`config.mk`:
```
export PLATFORM = sky130hd
export DESIGN_NAME = row_bright_pixel_centroid
export DESIGN_NICKNAME = d
export VERILOG_FILES = /design/src/rtl/core/rbpc_pkg.sv /design/src/rtl/core/rbpc_ctrl.sv /design/src/rtl/core/rbpc_datapath.sv /design/src/rtl/core/row_bright_pixel_centroid.sv
export SDC_FILE = /design/constraint.sdc
export NUM_CORES = 1
export LEC_CHECK = 0
export BUFFER_PORTS_ARGS = -buffer_cell sky130_fd_sc_hd__buf_2
export CAP_MARGIN = 20
export CORE_MARGIN = 8
export CORE_UTILIZATION = 45
export CTS_CLUSTER_SIZE = 40
export DETAILED_ROUTE_END_ITERATION = 6
export GPL_ROUTABILITY_DRIVEN = 0
export PLACE_DENSITY = 0.74
export SLEW_MARGIN = 20
export SYNTH_ARGS = -nofsm -noshare
export SYNTH_HDL_FRONTEND = slang
export SYNTH_SLANG_ARGS = --single-unit
```
`constraint.sdc`:
```
create_clock -name aclk -period 10.7 [get_ports aclk]
set_input_delay 0.535 -clock aclk [delete_from_list [all_inputs] [get_ports aclk]]
set_output_delay 0.535 -clock aclk [all_outputs]
set_load 0.005 [all_outputs]
```
`src/rtl/core/rbpc_pkg.sv`:
```
// Shared types, constants and helpers for the row bright-pixel centroid block.
package rbpc_pkg;

    localparam int RBPC_ROW_WIDTH_DEF = 320;
    localparam int CHAN_W             = 8;
    localparam int THRESH_W           = 8;
    localparam int LINE_COL_W         = 9;
    localparam logic [THRESH_W-1:0] THRESH_RESET = 8'd150;

    // 171/512 matches floor(x/3) for every 8-bit channel value
    localparam logic [8:0] DIV3_RECIP = 9'd171;
    localparam int         DIV3_SHIFT = 9;

    typedef enum logic [1:0] {
        ST_IDLE,
        ST_DIVIDE,
        ST_DELIVER
    } rbpc_state_t;

    typedef struct packed {
        logic accept;      // take the input word, update row accumulators
        logic div_start;   // latch row totals and arm the divider
        logic div_step;    // one quotient bit
        logic load_pixel;  // load a mid-row result into the output register
        logic load_row;    // load the row-closing result into the output register
    } rbpc_cmd_t;

    typedef struct packed {
        logic div_last;    // current divider step yields the final quotient bit
    } rbpc_stat_t;

    function automatic logic [CHAN_W-1:0] div3(input logic [CHAN_W-1:0] x);
        logic [CHAN_W+8:0] prod;
        prod = {9'd0, x} * {{CHAN_W{1'b0}}, DIV3_RECIP};
        return CHAN_W'(prod >> DIV3_SHIFT);
    endfunction

endpackage

```
`src/rtl/core/rbpc_ctrl.sv`:
```
// Controller for the row bright-pixel centroid block: handshakes and sequencing.
module rbpc_ctrl
    import rbpc_pkg::*;
(
    input  logic       aclk,
    input  logic       aresetn,
    input  logic       s_valid,
    output logic       s_ready,
    input  logic       s_row_end,
    output logic       m_valid,
    input  logic       m_ready,
    output rbpc_cmd_t  cmd,
    input  rbpc_stat_t stat
);

    rbpc_state_t state_reg, state_next;
    logic        m_valid_reg, m_valid_next;
    logic        out_free;

    assign out_free = !m_valid_reg || m_ready;
    assign m_valid  = m_valid_reg;

    always_ff @(posedge aclk) begin
        if (!aresetn) begin
            state_reg   <= ST_IDLE;
            m_valid_reg <= 1'b0;
        end else begin
            state_reg   <= state_next;
            m_valid_reg <= m_valid_next;
        end
    end

    always_comb begin
        state_next   = state_reg;
        m_valid_next = m_valid_reg && !m_ready;
        cmd          = '0;
        s_ready      = 1'b0;
        case (state_reg)
            ST_IDLE: begin
                s_ready = out_free;
                if (s_valid && out_free) begin
                    cmd.accept = 1'b1;
                    if (s_row_end) begin
                        cmd.div_start = 1'b1;
                        state_next    = ST_DIVIDE;
                    end else begin
                        cmd.load_pixel = 1'b1;
                        m_valid_next   = 1'b1;
                    end
                end
            end
            ST_DIVIDE: begin
                cmd.div_step = 1'b1;
                if (stat.div_last) begin
                    state_next = ST_DELIVER;
                end
            end
            ST_DELIVER: begin
                if (out_free) begin
                    cmd.load_row = 1'b1;
                    m_valid_next = 1'b1;
                    state_next   = ST_IDLE;
                end
            end
            default: begin
                state_next = ST_IDLE;
            end
        endcase
    end

    a_busy_not_ready: assert property (@(posedge aclk) disable iff (!aresetn)
        (state_reg != ST_IDLE) |-> !s_ready)
        else $error("input ready while a row end is in progress");

    a_no_overwrite: assert property (@(posedge aclk) disable iff (!aresetn)
        (cmd.load_pixel || cmd.load_row) |-> (!m_valid_reg || m_ready))
        else $error("output register loaded over an undelivered word");

    a_div_to_deliver: assert property (@(posedge aclk) disable iff (!aresetn)
        (state_reg == ST_DIVIDE && stat.div_last) |=> (state_reg == ST_DELIVER))
        else $error("divider finished without moving to delivery");

endmodule

```
`src/rtl/core/rbpc_datapath.sv`:
```
// Datapath for the row bright-pixel centroid block: threshold, accumulators, divider.
module rbpc_datapath
    import rbpc_pkg::*;
#(
    parameter int ROW_WIDTH = RBPC_ROW_WIDTH_DEF
) (
    input  logic                  aclk,
    input  logic                  aresetn,
    input  logic                  cfg_wr_en,
    input  logic [THRESH_W-1:0]   cfg_wr_data,
    input  logic [CHAN_W-1:0]     s_pix_red,
    input  logic [CHAN_W-1:0]     s_pix_green,
    input  logic [CHAN_W-1:0]     s_pix_blue,
    input  logic                  s_row_end,
    output logic [CHAN_W-1:0]     m_out_red,
    output logic [CHAN_W-1:0]     m_out_green,
    output logic [CHAN_W-1:0]     m_out_blue,
    output logic                  m_row_done,
    output logic                  m_line_found,
    output logic [LINE_COL_W-1:0] m_line_column,
    input  rbpc_cmd_t             cmd,
    output rbpc_stat_t            stat
);

    localparam int COL_W  = $clog2(ROW_WIDTH + 1);
    localparam int SUM_W  = $clog2(ROW_WIDTH * (ROW_WIDTH - 1) / 2 + 1);
    localparam int STEP_W = $clog2(SUM_W + 1);

    logic [THRESH_W-1:0] thresh_reg;
    logic [COL_W-1:0]    col_reg, col_next;
    logic [SUM_W-1:0]    sum_reg, sum_next;
    logic [COL_W-1:0]    cnt_reg, cnt_next;

    logic [CHAN_W-1:0]   hold_red_reg, hold_green_reg, hold_blue_reg;
    logic [COL_W-1:0]    div_reg;
    logic [SUM_W-1:0]    quo_reg;
    logic [COL_W-1:0]    rem_reg;
    logic [STEP_W-1:0]   step_reg;

    logic [CHAN_W+1:0]   bright;
    logic                dark, in_row, counted;
    logic [CHAN_W-1:0]   th_red, th_green, th_blue;
    logic [COL_W:0]      rem_shift;
    logic                rem_ge;

    // brightness tops out at 255, two guard bits cover the sum
    assign bright = {2'b00, div3(s_pix_red)} + {2'b00, div3(s_pix_green)}
                  + {2'b00, div3(s_pix_blue)};
    assign dark    = bright < {2'b00, thresh_reg};
    assign in_row  = col_reg < COL_W'(ROW_WIDTH);
    assign counted = in_row && !dark && (bright != '0);

    assign th_red   = dark ? '0 : s_pix_red;
    assign th_green = dark ? '0 : s_pix_green;
    assign th_blue  = dark ? '0 : s_pix_blue;

    always_comb begin
        col_next = col_reg + COL_W'(in_row);
        sum_next = sum_reg + (counted ? SUM_W'(col_reg) : '0);
        cnt_next = cnt_reg + COL_W'(counted);
    end

    always_ff @(posedge aclk) begin
        if (!aresetn) begin
            thresh_reg <= THRESH_RESET;
        end else if (cfg_wr_en) begin
            thresh_reg <= cfg_wr_data;
        end
    end

    always_ff @(posedge aclk) begin
        if (!aresetn) begin
            col_reg <= '0;
            sum_reg <= '0;
            cnt_reg <= '0;
        end else if (cmd.accept) begin
            if (s_row_end) begin
                col_reg <= '0;
                sum_reg <= '0;
                cnt_reg <= '0;
            end else begin
                col_reg <= col_next;
                sum_reg <= sum_next;
                cnt_reg <= cnt_next;
            end
        end
    end

    // restoring divide, one quotient bit per step, MSB first
    assign rem_shift = {rem_reg, quo_reg[SUM_W-1]};
    assign rem_ge    = rem_shift >= {1'b0, div_reg};
    assign stat.div_last = step_reg == STEP_W'(SUM_W - 1);

    always_ff @(posedge aclk) begin
        if (cmd.div_start) begin
            hold_red_reg   <= th_red;
            hold_green_reg <= th_green;
            hold_blue_reg  <= th_blue;
            div_reg        <= cnt_next;
            quo_reg        <= sum_next;
            rem_reg        <= '0;
            step_reg       <= '0;
        end else if (cmd.div_step) begin
            quo_reg  <= (quo_reg << 1) | SUM_W'(rem_ge);
            rem_reg  <= COL_W'(rem_ge ? rem_shift - {1'b0, div_reg} : rem_shift);
            step_reg <= step_reg + STEP_W'(1);
        end
    end

    always_ff @(posedge aclk) begin
        if (cmd.load_pixel) begin
            m_out_red     <= th_red;
            m_out_green   <= th_green;
            m_out_blue    <= th_blue;
            m_row_done    <= 1'b0;
            m_line_found  <= 1'b0;
            m_line_column <= '0;
        end else if (cmd.load_row) begin
            m_out_red     <= hold_red_reg;
            m_out_green   <= hold_green_reg;
            m_out_blue    <= hold_blue_reg;
            m_row_done    <= 1'b1;
            m_line_found  <= div_reg != '0;
            m_line_column <= (div_reg != '0) ? LINE_COL_W'(quo_reg) : '0;
        end
    end

endmodule

```
`src/rtl/core/row_bright_pixel_centroid.sv`:
```
// Top level of the row bright-pixel centroid block.
// Mid-row word: result in the output register the cycle after accept, one word per cycle
//   while the output is free or drained and no row end runs. Row-end word: the bit-serial
//   divider forms sum / count, then the result is loaded; no input word is taken meanwhile.
// Reset (aresetn low, synchronous): row accumulators clear, threshold returns to 150,
//   output goes invalid. No clearing pass; the block is ready the cycle after reset.
module row_bright_pixel_centroid
    import rbpc_pkg::*;
#(
    parameter int ROW_WIDTH = RBPC_ROW_WIDTH_DEF
) (
    input  logic                  aclk,
    input  logic                  aresetn,
    // threshold register write
    input  logic                  cfg_wr_en,
    input  logic [THRESH_W-1:0]   cfg_wr_data,
    // pixel input
    input  logic                  s_valid,
    output logic                  s_ready,
    input  logic [CHAN_W-1:0]     s_pix_red,
    input  logic [CHAN_W-1:0]     s_pix_green,
    input  logic [CHAN_W-1:0]     s_pix_blue,
    input  logic                  s_row_end,
    // result output
    output logic                  m_valid,
    input  logic                  m_ready,
    output logic [CHAN_W-1:0]     m_out_red,
    output logic [CHAN_W-1:0]     m_out_green,
    output logic [CHAN_W-1:0]     m_out_blue,
    output logic                  m_row_done,
    output logic                  m_line_found,
    output logic [LINE_COL_W-1:0] m_line_column
);

    rbpc_cmd_t  cmd;
    rbpc_stat_t stat;

    // Controller: owns the handshakes; idle state takes a word whenever the
    // output register is free or being drained, row ends run the divider.
    rbpc_ctrl u_ctrl (
        .aclk      (aclk),
        .aresetn   (aresetn),
        .s_valid   (s_valid),
        .s_ready   (s_ready),
        .s_row_end (s_row_end),
        .m_valid   (m_valid),
        .m_ready   (m_ready),
        .cmd       (cmd),
        .stat      (stat)
    );

    // Datapath: threshold compare, column/sum/count accumulators, divider,
    // and the output register.
    rbpc_datapath #(
        .ROW_WIDTH (ROW_WIDTH)
    ) u_datapath (
        .aclk          (aclk),
        .aresetn       (aresetn),
        .cfg_wr_en     (cfg_wr_en),
        .cfg_wr_data   (cfg_wr_data),
        .s_pix_red     (s_pix_red),
        .s_pix_green   (s_pix_green),
        .s_pix_blue    (s_pix_blue),
        .s_row_end     (s_row_end),
        .m_out_red     (m_out_red),
        .m_out_green   (m_out_green),
        .m_out_blue    (m_out_blue),
        .m_row_done    (m_row_done),
        .m_line_found  (m_line_found),
        .m_line_column (m_line_column),
        .cmd           (cmd),
        .stat          (stat)
    );

endmodule
```
# After elaboration in Yosys (flattened, before gate mapping)
# Cells that the tools add are included.
# word_totals
reg_bits,143
inputBits,38
# classes
add_sub_neg,7
mul,3
order_cmp,3
eq_ne,7
mux,36
n_bitwise,1
reduce_logical,14
# op_table
operator,count
$mux 8,9
$mul 8x8->16 const B,3
$mux 16,3
$mux 9,5
$add 9x1->9,2
$add 16x16->16,1
$or 16x1->16,1
$mux 2,6
$mux 1,11
$add 10x7->10,1
$ge 10x9->1,1
$lt 10x8->1,1
$reduce_bool 10->1,1
$lt 9x9->1 const B,1
$reduce_bool 9->1,1
$sub 9x9->9,1
$add 7x7->8,1
$pmux 2 s3,1
$add 5x1->5 const B,1
$eq 5x4->1 const B,1
$logic_and 1x1->1,4
$ne 2x1->1 const B,2
$ne 2x2->1 const B,2
$reduce_and 4->1,1
other kinds (7),10

# Logic depth before layout (Yosys ltp)
# depth
ltp_word,10
mapped_depth,39
mapped_depth_nobuf,39

# Cells and area by module
# Synthesis repeated with hierarchy kept, for this count alone.
# hier_totals
cells_unflattened,1055
area_unflattened_um2,10732.8
# by_module_without_submodules
module,n_inst,cells_each,area_per_inst_um2
rbpc_datapath,1,1037,10555.1
rbpc_ctrl,1,18,177.7

# Worst setup path before layout
# OpenSTA, ideal clock, no wires.
# synth_path
path_type,in2reg
from,input s_pix_red[1]
to,"register u_datapath.quo_reg[10], data pin"
setup_time_ns,0.267
arrival_ns,8.410
path_slack_ns,2.024
path_stages,37
n_path_buf,0
path_cell_list,ha_1 fa_1 fa_1 inv_1 fa_1 inv_1 ha_1 nand3_1 nand2_1 a221oi_1 nor2b_1 nor2_1 xnor2_1 ha_1 nand2_1 o21ai_0 o21a_1 nor2_1 xnor2_1 ha_1 o21a_1 a21oi_1 ha_1 o211ai_1 nor2_1 a21oi_1 a21boi_0 o21ai_1 a211oi_1 ha_1 fa_1 a211oi_1 o21a_1 o21ai_0 nand2_1 xor2_1 o21ai_0
# synth_via
elab_chain_cells,10
# synth_lines
item,line,text
"start, declared",row_bright_pixel_centroid.sv:20,"input logic [CHAN_W-1:0] s_pix_red,"
$mul 8x8->16 *,rbpc_pkg.sv:34,"prod = {9'd0, x} * {{CHAN_W{1'b0}}, DIV3_RECIP};"
$add 7x7->8 *,rbpc_datapath.sv:47,"assign bright = {2'b00, div3(s_pix_red)} + {2'b00, div3(s_pix_green)}"
$add 10x7->10 *,rbpc_datapath.sv:48,"+ {2'b00, div3(s_pix_blue)};"
$lt 10x8->1,rbpc_datapath.sv:49,"assign dark = bright < {2'b00, thresh_reg};"
$logic_not 1->1,rbpc_datapath.sv:51,assign counted = in_row && !dark && (bright != '0);
$logic_and 1x1->1,rbpc_datapath.sv:51,
$logic_and 1x1->1 *,rbpc_datapath.sv:51,
$mux 9 *,rbpc_datapath.sv:59,sum_next = sum_reg + (counted ? SUM_W'(col_reg) : '0);
$add 16x16->16 *,rbpc_datapath.sv:59,
$mux 16 *,rbpc_datapath.sv:95,if (cmd.div_start) begin
"end signal, assigned",rbpc_datapath.sv:100,quo_reg <= sum_next;
"end signal, assigned",rbpc_datapath.sv:104,quo_reg <= (quo_reg << 1) | SUM_W'(rem_ge);
"end, declared",rbpc_datapath.sv:36,logic [SUM_W-1:0] quo_reg;
# Every way passes the cells marked *; elsewhere a longest branch is shown, timed or not.
# A chain may end at the register's enable or synchronous reset.

# Worst setup path after layout
# layout_path
from,input s_pix_red[1]
to,"register u_datapath.quo_reg[14], data pin"
# Same word-level chain as after synthesis.

==> metrics.md <==
| Metric | Value |
|---|---|
| Run status | `complete, no violations` |
| Number of nets produced by synthesis | `1372` |
| TritonCTS clock tree | `done` |
| Area of the mapped netlist | `10800 um2` |
| Final Hold Vio Count | `0` |
| Tmin final | `9.44 ns` |
| DP Area | `11600 um2` |
| FF+latch count, synth | `143` |
| Fin Clk Skew | `about 0.012 ns` |
| Starting density of the core | `a little under half` |
| Number of flops mapped to enable cells by yosys | `73` |
| Post-route core utilization | `about half` |
| Count of hold buffers inserted by post-cts repair | `0` |
| Critical setup path kind | `in -> reg` |
| DRT antenna net count | `0` |
| Clock tree root driver cell | `sky130_fd_sc_hd__clkbuf_16` |
| Unrepaired setup endpoints after global routing | `false` |
| Worst IR drop on VDD | `0.500 mV` |
| Die Y-Extent | `roughly 170 um` |
| Arr. time, crit path | `9.59 ns` |
| HPWL after DPL | `17.5 mm` |
| Slowest library cell on the worst path | `sky130_fd_sc_hd__a221oi_1` |
| Area added between synthesis and finish | `12.6%` |
| Number of failing setup endpoints in the final timing report | `0` |
| Total Negative Setup Slacks | `0 ns` |
| Dominant delay contributor by cell family on the critical path | `adder cells` |
| Fill count | `2105` |
| Largest net degree at the start of global routing | `40` |
| Clock Power Share | `between 10 and 15%` |
| Number of clock sinks seen by CTS | `143` |
| Leakage power | `5.55 nW` |
| Power spent charging and discharging nets | `1.96 mW` |
| Area of combinational cells with multiple inputs | `6550 um2` |
| Insertion delay of the later-clocked pin in the worst-skew pair | `about 0.42 ns` |
| Launching element type of the critical path | `input port` |
| Cell repeated most along the worst path | `sky130_fd_sc_hd__ha_1` |
| Crit path largest cell delay | `0.55 ns` |
| Fraction of final layout cells with drive strength greater than 1 | `11.9%` |
| Combinational group share of total power | `65.7%` |
| Detailed Route WL | `around 23 mm` |
| Die Span X | `171 um` |
| Leading cell types by total area after synthesis | `sky130_fd_sc_hd__edfxtp_1 20%, sky130_fd_sc_hd__ha_1 19%, sky130_fd_sc_hd__dfxtp_1 13%, sky130_fd_sc_hd__fa_1 7.4%, sky130_fd_sc_hd__inv_1 5.4%` |
| GRT Total Usage | `roughly 17%` |
| Number of global-route vias before repair | `8383` |
| Maximum net fanout on the critical path | `10` |
| Clk pin slew, worst setup/hold paths | `0.07 ns` |
| Finished Cell Area | `12200 um2` |
| Overall overflow remaining after global route | `0` |
| Initial antenna violation count | `0` |
| Sequential standard cell area | `3590 um2` |
| CP Buf/Inv Count | `3` |
| Power density over the cells | `355 nW/um2` |
| Kind of path behind the tightest hold check | `in -> reg` |
| IO Count | `75` |
| Die Outline Area | `29300 um2` |
| Mean routed wirelength per cell | `15.2 um` |
| Distinct cell type count after synthesis | `63` |
| Final std cells w/o fill | `1534` |
| Maximum number of buffers from clock root to sink | `2` |
| Max Clk Rate | `roughly 110 MHz` |
| Primary flip-flop cell chosen by synthesis mapping | `sky130_fd_sc_hd__edfxtp_1` |
| Share of async-settable or async-resettable flops after synthesis | `0%` |
| Cells resized by post-CTS repair | `0` |
| Critical path capture point type | `flip-flop` |
| Slew margin rel. | `30.0%` |
| Total count of max-transition violations in the final report | `0` |
| CTS H-tree depth | `4` |
| Cell internal power dissipation | `approximately 2.4 mW` |
| Share of the cycle needed by the critical path after routing | `between 80% and 90%` |
| Per-instance average area after synthesis | `just under 10 um2` |
| Sequential fraction of the synthesis area | `33.2%` |
| Dominant cell type by area after synthesis | `sky130_fd_sc_hd__edfxtp_1` |
| TritonCTS Buffers | `17` |
| Final antenna diode count | `0` |
| Register share of total power | `20.0%` |
| Number of I/O port buffers | `74` |
| Residual DRC count | `0` |
| Per-cell via count in the routed design | `5.35` |
| Starting DRT DRC Count | `roughly 520` |
| # nets final | `~1.4k` |
| First-pass detailed-route iteration total | `5` |
| Post-Place Cells | `between 1.5k and 2k` |
| Placement Rows | `56` |
| Total core area | `around 24000 um2` |
| Yosys synthesis warning count | `0` |
| Synthesized instance count | `1126` |
| Critical Path RT | `10.86 ns` |
| Sw frac | `45.2%` |
| Worst slew pin tran | `1.05 ns` |
| Global-route wire length before repair | `39.8 mm` |
| Maxcap violations | `0` |
| Post-CTS Setup Repair Bufs | `0` |
| Share of the synthesized area in the top cell type | `20.2%` |
| Total number of vias | `8213` |
per-layer routing:
metal | part of all wire (%) | vias to the layer above | global-route usage (%)
met5 | 0 | - | 0
met4 | 1.3 | 0 | 4.20
met3 | 3.6 | 25 | 2.73
met2 | 50 | 147 | 29.6
met1 | 45 | 3926 | 20.5
li1 | - | 4115 | -
final timing paths:
check / startpoint / to / slack [ns] / cells past startpoint
worst max-delay path: s_pix_red[1] / u_datapath.quo_reg[14]$_DFFE_PP_ / 1.26 / 38
worst min-delay path: cfg_wr_data[1] / u_datapath.thresh_reg[1]$_SDFFE_PN1P_ / 0.34 / 3
worst max register to register: u_datapath.thresh_reg[6]$_SDFFE_PN0P_ / u_datapath.quo_reg[14]$_DFFE_PP_ / 6.44 / 16
worst min register to register: u_datapath.m_row_done$_SDFFE_PP0P_ / u_datapath.m_row_done$_SDFFE_PP0P_ / 0.44 / 2
cells in the final DEF (no fill, tap or decap), types with 5 or more instances in the layout:
cell	count
sky130_fd_sc_hd__a21oi_1	60
sky130_fd_sc_hd__xnor2_1	33
sky130_fd_sc_hd__edfxtp_1	73
sky130_fd_sc_hd__inv_1	155
sky130_fd_sc_hd__buf_2	74
sky130_fd_sc_hd__nand3_1	31
sky130_fd_sc_hd__nand2b_1	6
sky130_fd_sc_hd__nand4_1	10
sky130_fd_sc_hd__a21o_1	7
sky130_fd_sc_hd__dfxtp_1	70
sky130_fd_sc_hd__nor2b_1	11
sky130_fd_sc_hd__xor2_1	21
sky130_fd_sc_hd__and2_1	26
sky130_fd_sc_hd__o21a_1	16
sky130_fd_sc_hd__mux2_2	24
sky130_fd_sc_hd__o21bai_1	5
sky130_fd_sc_hd__ha_1	168
sky130_fd_sc_hd__o21ai_0	55
sky130_fd_sc_hd__o211ai_1	14
sky130_fd_sc_hd__buf_4	8
sky130_fd_sc_hd__a211oi_1	13
sky130_fd_sc_hd__or3_1	6
sky130_fd_sc_hd__a22o_1	9
sky130_fd_sc_hd__and3_1	13
sky130_fd_sc_hd__fa_1	40
sky130_fd_sc_hd__nand2_1	72
sky130_fd_sc_hd__clkbuf_16	17
sky130_fd_sc_hd__nor3_1	17
sky130_fd_sc_hd__a31oi_1	6
sky130_fd_sc_hd__a22oi_1	7
sky130_fd_sc_hd__nor2_1	69
power by group through the flow:
stage,registers (mW),clock network [mW],logic (mW)
floorplan,0.867,0,2.13
global placement,0.874,0,2.71
detailed placement,0.879,0,2.78
CTS,0.869,0.630,2.82
global route,0.879,0.652,3.18
finish,0.868,0.619,2.84
cell usage after synthesis, types with 4 or more instances:
| library cell | count |
|---|---|
| sky130_fd_sc_hd__buf_2 | 5 |
| sky130_fd_sc_hd__nand3_1 | 31 |
| sky130_fd_sc_hd__nor2b_1 | 11 |
| sky130_fd_sc_hd__edfxtp_1 | 73 |
| sky130_fd_sc_hd__inv_1 | 155 |
| sky130_fd_sc_hd__or4_1 | 4 |
| sky130_fd_sc_hd__clkbuf_1 | 18 |
| sky130_fd_sc_hd__o21bai_1 | 5 |
| sky130_fd_sc_hd__ha_1 | 168 |
| sky130_fd_sc_hd__xnor2_1 | 33 |
| sky130_fd_sc_hd__a21o_1 | 7 |
| sky130_fd_sc_hd__fa_1 | 40 |
| sky130_fd_sc_hd__o21a_1 | 16 |
| sky130_fd_sc_hd__and2_1 | 26 |
| sky130_fd_sc_hd__nor2_1 | 69 |
| sky130_fd_sc_hd__o211ai_1 | 14 |
| sky130_fd_sc_hd__and3_1 | 13 |
| sky130_fd_sc_hd__a211oi_1 | 13 |
| sky130_fd_sc_hd__a22o_1 | 9 |
| sky130_fd_sc_hd__mux2i_1 | 4 |
| sky130_fd_sc_hd__o21ai_0 | 55 |
| sky130_fd_sc_hd__nand2_1 | 72 |
| sky130_fd_sc_hd__nor3_1 | 17 |
| sky130_fd_sc_hd__a21oi_1 | 60 |
| sky130_fd_sc_hd__nand4_1 | 10 |
| sky130_fd_sc_hd__o2111ai_1 | 4 |
| sky130_fd_sc_hd__xor2_1 | 21 |
| sky130_fd_sc_hd__dfxtp_1 | 70 |
| sky130_fd_sc_hd__a31oi_1 | 6 |
| sky130_fd_sc_hd__mux2_2 | 24 |
| sky130_fd_sc_hd__a22oi_1 | 7 |
| sky130_fd_sc_hd__nand2b_1 | 6 |
| sky130_fd_sc_hd__nor4_1 | 4 |
| sky130_fd_sc_hd__or3_1 | 6 |
stage by stage:
step	hold slack (ns)	power (mW)	setup WS [ns]
floorplan	0.439	2.99	2.02
global placement	0.428	3.59	1.23
detailed placement	0.434	3.66	0.978
CTS	0.333	4.32	1.38
global route	0.354	4.72	0.575
finish	0.341	4.33	1.26
kinds of logic after synthesis:
kind of cell    after synthesis  synth area share [%]
simple gates                279                  12.5
mux                          28                  2.86
fa+ha+maj                   208                  26.8
buf+inv                     183                  6.40
compound gates              231                  13.9
flops                       143                  33.2
xor+xnor                     54                  4.36
cell type report:
| cell class | instances | area share, % |
|---|---|---|
| clock inverter | 13 | 1.47 |
| multi-input combinational | 800 | 53.7 |
| clock buffer | 19 | 3.55 |
| timing repair buffer | 83 | 3.75 |
| inverter | 157 | 4.83 |
| tap | 319 | 3.27 |
| sequential | 143 | 29.4 |
worst min-delay path, stage by stage:
cell                       delay, ns
sky130_fd_sc_hd__buf_2          0.07
sky130_fd_sc_hd__nand2_1        0.05
sky130_fd_sc_hd__o211ai_1       0.07
No activity file was read; power rests on OpenSTA's default activity.
